===== config.mk =====
export PLATFORM = sky130hd
export DESIGN_NAME = bitmap_id_allocator_top
export DESIGN_NICKNAME = d
export VERILOG_FILES = /design/src/hw/rtl/bida_pkg.sv /design/src/hw/rtl/bida_core.sv /design/src/hw/rtl/bitmap_id_allocator_top.sv
export SDC_FILE = /design/constraint.sdc
export NUM_CORES = 1
export LEC_CHECK = 0
export ABC_AREA = 1
export BUFFER_PORTS_ARGS = -buffer_cell sky130_fd_sc_hd__buf_2
export CAP_MARGIN = 20
export CORE_MARGIN = 8
export CORE_UTILIZATION = 66
export DETAILED_ROUTE_END_ITERATION = 16
export GPL_TIMING_DRIVEN = 1
export PLACE_DENSITY = 0.83
export SYNTH_ARGS = -nofsm -noshare
export SYNTH_HDL_FRONTEND = slang
export SYNTH_SLANG_ARGS = --single-unit

===== constraint.sdc =====
create_clock -name clk -period 11.5 [get_ports clk]
set_input_delay 0.575 -clock clk [delete_from_list [all_inputs] [get_ports clk]]
set_output_delay 0.575 -clock clk [all_outputs]
set_load 0.02 [all_outputs]

===== src/hw/rtl/bida_pkg.sv =====
// Shared types and constants for the bitmap ID allocator.
// No dependencies; imported by bida_core and bitmap_id_allocator_top.
`timescale 1ns / 1ps

package bida_pkg;

	localparam int ID_W             = 10;
	localparam int ID_COUNT_DEFAULT = 1024;
	localparam int BYTE_BITS        = 8;
	localparam logic [BYTE_BITS-1:0] FULL_BYTE = 8'hFF;

	typedef enum logic [0:0] {
		REQ_ALLOC = 1'b0,
		REQ_FREE  = 1'b1
	} req_t;

	typedef enum logic [1:0] {
		ST_OK        = 2'd0,
		ST_FULL      = 2'd1,
		ST_NOT_ALLOC = 2'd2
	} status_t;

	typedef struct packed {
		logic [ID_W-1:0] id;
		status_t         status;
	} res_t;

endpackage


===== src/hw/rtl/bida_core.sv =====
// Request engine of the bitmap ID allocator: bitmap memory, clear sweep,
// byte scan and read-modify-write. Depends on bida_pkg.
`timescale 1ns / 1ps

module bida_core #(
	parameter int ID_COUNT = bida_pkg::ID_COUNT_DEFAULT
) (
	input  logic                      clk,
	input  logic                      arst_n,
	input  logic                      in_valid,
	output logic                      in_ready,
	input  bida_pkg::req_t            in_req,
	input  logic [bida_pkg::ID_W-1:0] in_id,
	output logic                      res_valid,
	input  logic                      res_ready,
	output bida_pkg::res_t            res
);
	import bida_pkg::*;

	localparam int ID_BYTES = ID_COUNT / BYTE_BITS;
	localparam int ID_LIMIT = ID_BYTES * BYTE_BITS;
	localparam int BYTE_W   = (ID_BYTES > 1) ? $clog2(ID_BYTES) : 1;
	localparam int IDX_W    = BYTE_W + 3;
	localparam logic [BYTE_W-1:0] LAST_BYTE = BYTE_W'(ID_BYTES - 1);

	typedef enum logic [1:0] {
		CLEAR,
		IDLE,
		EVAL,
		RESP
	} state_t;

	state_t            state_q;
	req_t              req_q;
	logic              in_range_q;
	logic [2:0]        bit_q;
	logic [BYTE_W-1:0] cur_q;
	logic [BYTE_W-1:0] cnt_q;
	logic [BYTE_W-1:0] scan_q;
	logic [BYTE_W-1:0] clr_q;
	res_t              res_q;

	logic [BYTE_BITS-1:0] mem [ID_BYTES];
	logic [BYTE_BITS-1:0] rd_data_q;

	logic                 rd_en;
	logic [BYTE_W-1:0]    rd_addr;
	logic                 wr_en;
	logic [BYTE_W-1:0]    wr_addr;
	logic [BYTE_BITS-1:0] wr_data;

	logic                 in_range;
	logic [31:0]          in_byte_wide;
	logic [BYTE_W-1:0]    in_byte;
	logic [BYTE_W-1:0]    cur_next;
	logic                 byte_full;
	logic [2:0]           low_bit;
	logic [BYTE_BITS-1:0] low_mask;
	logic [BYTE_BITS-1:0] free_mask;
	logic                 free_hit;
	logic [IDX_W-1:0]     alloc_idx;
	logic [31:0]          alloc_wide;

	assign in_range     = 32'(in_id) < 32'(ID_LIMIT);
	assign in_byte_wide = 32'(in_id) >> 3;
	assign in_byte      = in_byte_wide[BYTE_W-1:0];
	assign cur_next     = (cur_q == LAST_BYTE) ? '0 : cur_q + 1'b1;
	assign byte_full    = rd_data_q == FULL_BYTE;

	always_comb begin
		low_bit = 3'd0;
		for (int b = BYTE_BITS - 1; b >= 0; b--) begin
			if (!rd_data_q[b]) begin
				low_bit = 3'(b);
			end
		end
	end

	assign low_mask   = 8'd1 << low_bit;
	assign free_mask  = 8'd1 << bit_q;
	assign free_hit   = in_range_q && ((rd_data_q & free_mask) != '0);
	assign alloc_idx  = {cur_q, low_bit};
	assign alloc_wide = 32'(alloc_idx);

	assign in_ready  = state_q == IDLE;
	assign res_valid = state_q == RESP;
	assign res       = res_q;

	always_comb begin
		rd_en   = 1'b0;
		rd_addr = cur_next;
		wr_en   = 1'b0;
		wr_addr = cur_q;
		wr_data = '0;
		case (state_q)
			CLEAR: begin
				wr_en   = 1'b1;
				wr_addr = clr_q;
			end
			IDLE: begin
				if (in_valid) begin
					if (in_req == REQ_FREE) begin
						rd_en   = in_range;
						rd_addr = in_byte;
					end else begin
						rd_en   = 1'b1;
						rd_addr = scan_q;
					end
				end
			end
			EVAL: begin
				if (req_q == REQ_ALLOC) begin
					if (!byte_full) begin
						wr_en   = 1'b1;
						wr_data = rd_data_q | low_mask;
					end else if (cnt_q != LAST_BYTE) begin
						rd_en = 1'b1;
					end
				end else if (free_hit) begin
					wr_en   = 1'b1;
					wr_data = rd_data_q & ~free_mask;
				end
			end
			default: begin
			end
		endcase
	end

	always_ff @(posedge clk) begin
		if (wr_en) begin
			mem[wr_addr] <= wr_data;
		end
		if (rd_en) begin
			rd_data_q <= mem[rd_addr];
		end
	end

	always_ff @(posedge clk or negedge arst_n) begin
		if (!arst_n) begin
			state_q    <= CLEAR;
			req_q      <= REQ_ALLOC;
			in_range_q <= 1'b0;
			bit_q      <= '0;
			cur_q      <= '0;
			cnt_q      <= '0;
			scan_q     <= '0;
			clr_q      <= '0;
			res_q      <= '0;
		end else begin
			case (state_q)
				CLEAR: begin
					clr_q <= clr_q + 1'b1;
					if (clr_q == LAST_BYTE) begin
						state_q <= IDLE;
					end
				end
				IDLE: begin
					if (in_valid) begin
						req_q      <= in_req;
						in_range_q <= in_range;
						bit_q      <= in_id[2:0];
						cnt_q      <= '0;
						cur_q      <= (in_req == REQ_FREE) ? in_byte : scan_q;
						state_q    <= EVAL;
					end
				end
				EVAL: begin
					if (req_q == REQ_ALLOC) begin
						if (!byte_full) begin
							scan_q     <= cur_q;
							res_q.id     <= alloc_wide[ID_W-1:0];
							res_q.status <= ST_OK;
							state_q    <= RESP;
						end else if (cnt_q == LAST_BYTE) begin
							res_q.id     <= '0;
							res_q.status <= ST_FULL;
							state_q    <= RESP;
						end else begin
							cur_q <= cur_next;
							cnt_q <= cnt_q + 1'b1;
						end
					end else begin
						res_q.id     <= '0;
						res_q.status <= free_hit ? ST_OK : ST_NOT_ALLOC;
						state_q      <= RESP;
					end
				end
				RESP: begin
					if (res_ready) begin
						state_q <= IDLE;
					end
				end
				default: begin
					state_q <= IDLE;
				end
			endcase
		end
	end

	a_full_gives_zero: assert property (@(posedge clk) disable iff (!arst_n)
		res_valid && res.status == ST_FULL |-> res.id == '0)
		else $error("pool full result carries a non-zero ID");

	a_free_gives_zero: assert property (@(posedge clk) disable iff (!arst_n)
		res_valid && req_q == REQ_FREE |-> res.id == '0 && res.status != ST_FULL)
		else $error("free result carries an ID or a full status");

	a_no_accept_in_clear: assert property (@(posedge clk) disable iff (!arst_n)
		state_q == CLEAR |-> !in_ready && !rd_en)
		else $error("request taken during clear sweep");

	a_scan_bounded: assert property (@(posedge clk) disable iff (!arst_n)
		state_q == EVAL && req_q == REQ_ALLOC && byte_full && cnt_q == LAST_BYTE
		|=> state_q == RESP && res.status == ST_FULL)
		else $error("scan ran past the last byte");

endmodule


===== src/hw/rtl/bitmap_id_allocator_top.sv =====
// Top level of the bitmap ID allocator: stream ports and output register.
// Depends on bida_pkg and bida_core.
// Flow: a word is accepted in IDLE; EVAL then checks one byte for a free or scans
// for an alloc (k full bytes skipped, at most ID_COUNT/8 - 1; one memory read per
// cycle); RESP then hands the result on. A new request is taken only in IDLE.
// Reset: arst_n clears control state; the bitmap is then swept to zero, one byte
// per cycle over all ID_COUNT/8 bytes, with s_tready held low throughout.
`timescale 1ns / 1ps

module bitmap_id_allocator_top #(
	parameter int ID_COUNT = bida_pkg::ID_COUNT_DEFAULT
) (
	input  logic        clk,
	input  logic        arst_n,
	input  logic        s_tvalid,
	output logic        s_tready,
	input  logic [15:0] s_tdata,  // [9:0] id_to_free, [15:10] zero
	input  logic [0:0]  s_tuser,  // [0] req_type
	output logic        m_tvalid,
	input  logic        m_tready,
	output logic [15:0] m_tdata   // [9:0] id_given, [11:10] status, [15:12] zero
);
	import bida_pkg::*;

	logic        res_valid;
	logic        res_ready;
	res_t        res;
	logic        m_tvalid_q;
	logic [15:0] m_tdata_q;

	bida_core #(
		.ID_COUNT(ID_COUNT)
	) u_core (
		.clk      (clk),
		.arst_n   (arst_n),
		.in_valid (s_tvalid),
		.in_ready (s_tready),
		.in_req   (req_t'(s_tuser[0])),
		.in_id    (s_tdata[ID_W-1:0]),
		.res_valid(res_valid),
		.res_ready(res_ready),
		.res      (res)
	);

	assign res_ready = !m_tvalid_q || m_tready;

	always_ff @(posedge clk or negedge arst_n) begin
		if (!arst_n) begin
			m_tvalid_q <= 1'b0;
			m_tdata_q  <= '0;
		end else if (res_ready) begin
			m_tvalid_q <= res_valid;
			if (res_valid) begin
				m_tdata_q <= {4'b0000, res.status, res.id};
			end
		end
	end

	assign m_tvalid = m_tvalid_q;
	assign m_tdata  = m_tdata_q;

endmodule

==> results.json <==
{
  "num_io_pins": 39,
  "nFillCells": 4741,
  "yosys_register_bits": 1092,
  "p_switching_mw": 1.444,
  "fin_worst_skew_ns": 0.02838,
  "p_sw_frac": 0.1925,
  "setup_viol": 0,
  "place.gp.congestion": 0.8998,
  "drt-initial-drc-count": 5172,
  "fin_crit_ns": 5.202,
  "cts-buffers-inserted": 104,
  "via_per_inst": 6.228,
  "seq_area_frac_synth": 0.6622,
  "multiInputGateArea_um2": 12940,
  "crit_arrival_ns": 5.63,
  "n_antenna_cell": 0,
  "setup.worst_path.start_class": "flip-flop",
  "drv_cap": 0,
  "cts_resized": 0,
  "post_drt_wl_per_cell_um": 21.91,
  "root_buffer": "clkbuf_16",
  "worstMarginPinSlew_ns": 1.368,
  "row_count": 100,
  "holdBufCountCts": 0,
  "die-height_um": 288.7,
  "htree_levels": 3,
  "synthFlopType": "edfxtp_1",
  "power_mw": 7.498,
  "min_period_over_period": 0.4523,
  "syn_area_um2": 49070,
  "drc": 0,
  "initial_core_util": 0.6624,
  "timing.final.hold_violations": 0,
  "slew_headroom": 0.08795,
  "cts_tree": "built",
  "rsz0062_at_grt": "false",
  "ant_nets": 0,
  "worstReg2RegEnd": "u_core.rd_data_q[2]",
  "die_area_um2": 83330,
  "run_status": "finished clean",
  "crit_path_start": "u_core.state_q[1]",
  "crit_path_end": "u_core.rd_data_q[2]",
  "combinationalPowerShare": 0.001,
  "clk_pin_slew_ns": 0.06,
  "syn_inst": 4547,
  "syn_area_per_cell_um2": 10.79,
  "cts.sinks": 1092,
  "overflow": 0,
  "grt.total_usage": 0.2840,
  "antenna_found_initial": 0,
  "reg2reg_slack_ns": 6.30,
  "grt_pass1_wl_um": 182800,
  "final.setup.tns_ns": 0,
  "area_growth_pct": 7.142,
  "synth_edf_count": 1032,
  "grt_pass1_vias": 32390,
  "async_reset_ff_frac": 0.05495,
  "design_area_um2": 52570,
  "clk_latency_ns": 0.67,
  "r2r_start": "u_core.state_q[1]",
  "max-vdd-ir-drop_v": 0.0001173,
  "die_width_um": 288.7,
  "yosysWarnings": 0,
  "pwr-share-clk": 0.427,
  "internal-power_mw": 6.054,
  "core_area_um2": 74070,
  "max_freq_mhz": 192.2,
  "cp_max_fo": 126,
  "synthDistinctLibCells": 40,
  "p_leak_nw": 19.90,
  "vias": 34190,
  "hold_path_class": "input port to async pin",
  "power.density_nw_per_um2": 142.6,
  "dp.final_hpwl_um": 63990,
  "grt_max_degree": 220,
  "power_frac_seq": 0.571,
  "cp_data_required_time_ns": 11.92,
  "post_cts_buffers": 0,
  "nets": 4462,
  "place_area_um2": 49400,
  "dr.pass1.iters": 7,
  "slew_viol_final": 0,
  "crit_type": "flip-flop to flip-flop",
  "io_buffers": 28,
  "regArea_um2": 32490,
  "cp-end-kind": "flip-flop",
  "routed_wl_um": 120300,
  "layout-drive-gt1-share": 0.05332,
  "clk_path_buf_depth": 3,
  "r2r_cells": 16
}
[sequential cells by signal, summed over array words and instances, names as in the netlist]
name / cells
u_core.mem: 1024
m_tdata: 12
u_core.res: 12
u_core.rd_data_q: 8
u_core.clr_q: 7
u_core.cnt_q: 7
u_core.cur_q: 7
u_core.scan_q: 7
u_core.bit_q: 3
u_core.state_q: 2
m_tvalid: 1
u_core.in_range_q: 1
u_core.req_q: 1
[per-layer routing]
layer / vias to the layer above / wire, µm / GRT usage / part of all wire
met2: 2318 / 56980 / 0.4555 / 0.47
met3: 353 / 14260 / 0.05411 / 0.12
met1: 16190 / 43910 / 0.3810 / 0.37
met4: 0 / 5104 / 0.1233 / 0.042
met5: - / 0 / 0 / 0
li1: 15330 / - / - / -
[worst min-delay path by stage]
stage	to	start	cells past startpoint	slack, ns
global route	u_core.cur_q[4]	arst_n	2	0.14
finish	u_core.cur_q[4]	arst_n	2	0.06
CTS	u_core.cur_q[4]	arst_n	2	0.07
floorplan	m_tdata[0]	arst_n	0	0.28
detailed placement	u_core.in_range_q	u_core.in_range_q	1	0.47
global placement	u_core.in_range_q	u_core.in_range_q	1	0.46
[power groups by stage]
stage	Sequential, mW	Combinational (mW)	Clock (mW)
after floorplan	4.37	0.00411	0
after global placement	4.37	0.0110	0
after detailed placement	4.37	0.0111	0
after CTS	4.28	0.0112	3.21
after global routing	4.28	0.0126	3.37
final	4.28	0.0111	3.20
[stage by stage]
| step | util | std cells | hold WS, ns | worst slack (ns) |
|---|---|---|---|---|
| after global placement | 0.6670 | 5296 | 0.4582 | 6.598 |
| after CTS | 0.7096 | 5488 | 0.07139 | 6.471 |
| after floorplan | - | 4550 | 0.2794 | 3.840 |
| after detailed placement | 0.6670 | 5296 | 0.4653 | 6.544 |
| after global routing | 0.7098 | 5489 | 0.1373 | 5.877 |
| final | 0.7098 | 5489 | 0.06306 | 6.298 |
[cells in the mapped netlist (3+ instances only)]
cell / count / area, µm²
nand3_1: 1063 / 5320
edfxtp_1: 1032 / 30990
nand2_1: 805 / 3022
inv_1: 587 / 2203
nand3b_1: 367 / 2755
nor2_1: 166 / 623.1
buf_2: 119 / 595.6
clkbuf_1: 89 / 334.1
o21ai_0: 68 / 340.3
dfrtp_1: 60 / 1501
buf_1: 36 / 135.1
buf_6: 36 / 405.4
buf_4: 18 / 135.1
a21oi_1: 16 / 80.08
o211ai_1: 14 / 105.1
nor3_1: 12 / 60.06
nand4_1: 8 / 50.05
ha_1: 7 / 87.58
xor2_1: 6 / 52.55
nand2_2: 5 / 31.28
o21ai_1: 4 / 20.02
o22ai_1: 3 / 18.77
[critical path, cell delays in order, from the launching register on]
cell and delay [ns]:
dfrtp_1 0.43, inv_1 0.12, ha_1 0.23, nand2_2 0.20, inv_2 0.43, nand2_8 0.46
nand2_8 0.79, buf_4 0.77, nand2_1 0.11, nand3_1 0.12, nand3_1 0.12, nand3_1 0.18
nand3_1 0.22, nand3_1 0.29, nand2_1 0.13, nand2_1 0.10, nand2_1 0.06
[final cells by class]
type,instances,share of cell area
sequential,1092,0.6180
tap,969,0.02306
timing repair buffer,76,0.01061
inverter,589,0.04224
multi-input combinational,2571,0.2461
clock buffer,137,0.05302
clock inverter,55,0.006949
[cell families after synthesis]
| group | after synthesis | synth area share |
|---|---|---|
| AO/OA/AOI/OAI | 115 | 0.01308 |
| other | 1 | 0.00007642 |
| flip-flops | 1092 | 0.6622 |
| XOR/XNOR | 7 | 0.001249 |
| multiplexers | 2 | 0.0004590 |
| adder cells (fa/ha/maj) | 7 | 0.001785 |
| buffers and inverters | 887 | 0.07777 |
| AND/OR/NAND/NOR | 2436 | 0.2434 |
[placed cells by master (no fill, tap or decap), types with 8 or more instances in the layout]
cell type / synthesis / routed
nand3_1: 1063 / 1063
clkbuf_16: 0 / 105
nor2_1: 166 / 166
clkbuf_1: 89 / 28
nand2_1: 805 / 805
nand4_1: 8 / 8
edfxtp_1: 1032 / 1032
buf_2: 119 / 28
clkinv_1: 0 / 30
a21oi_1: 16 / 11
dfrtp_1: 60 / 60
buf_4: 18 / 43
nor3_1: 12 / 12
nand3b_1: 367 / 367
o211ai_1: 14 / 14
o21ai_0: 68 / 64
clkinv_2: 0 / 16
inv_1: 587 / 585
No activity file was read; power rests on OpenSTA's default activity.
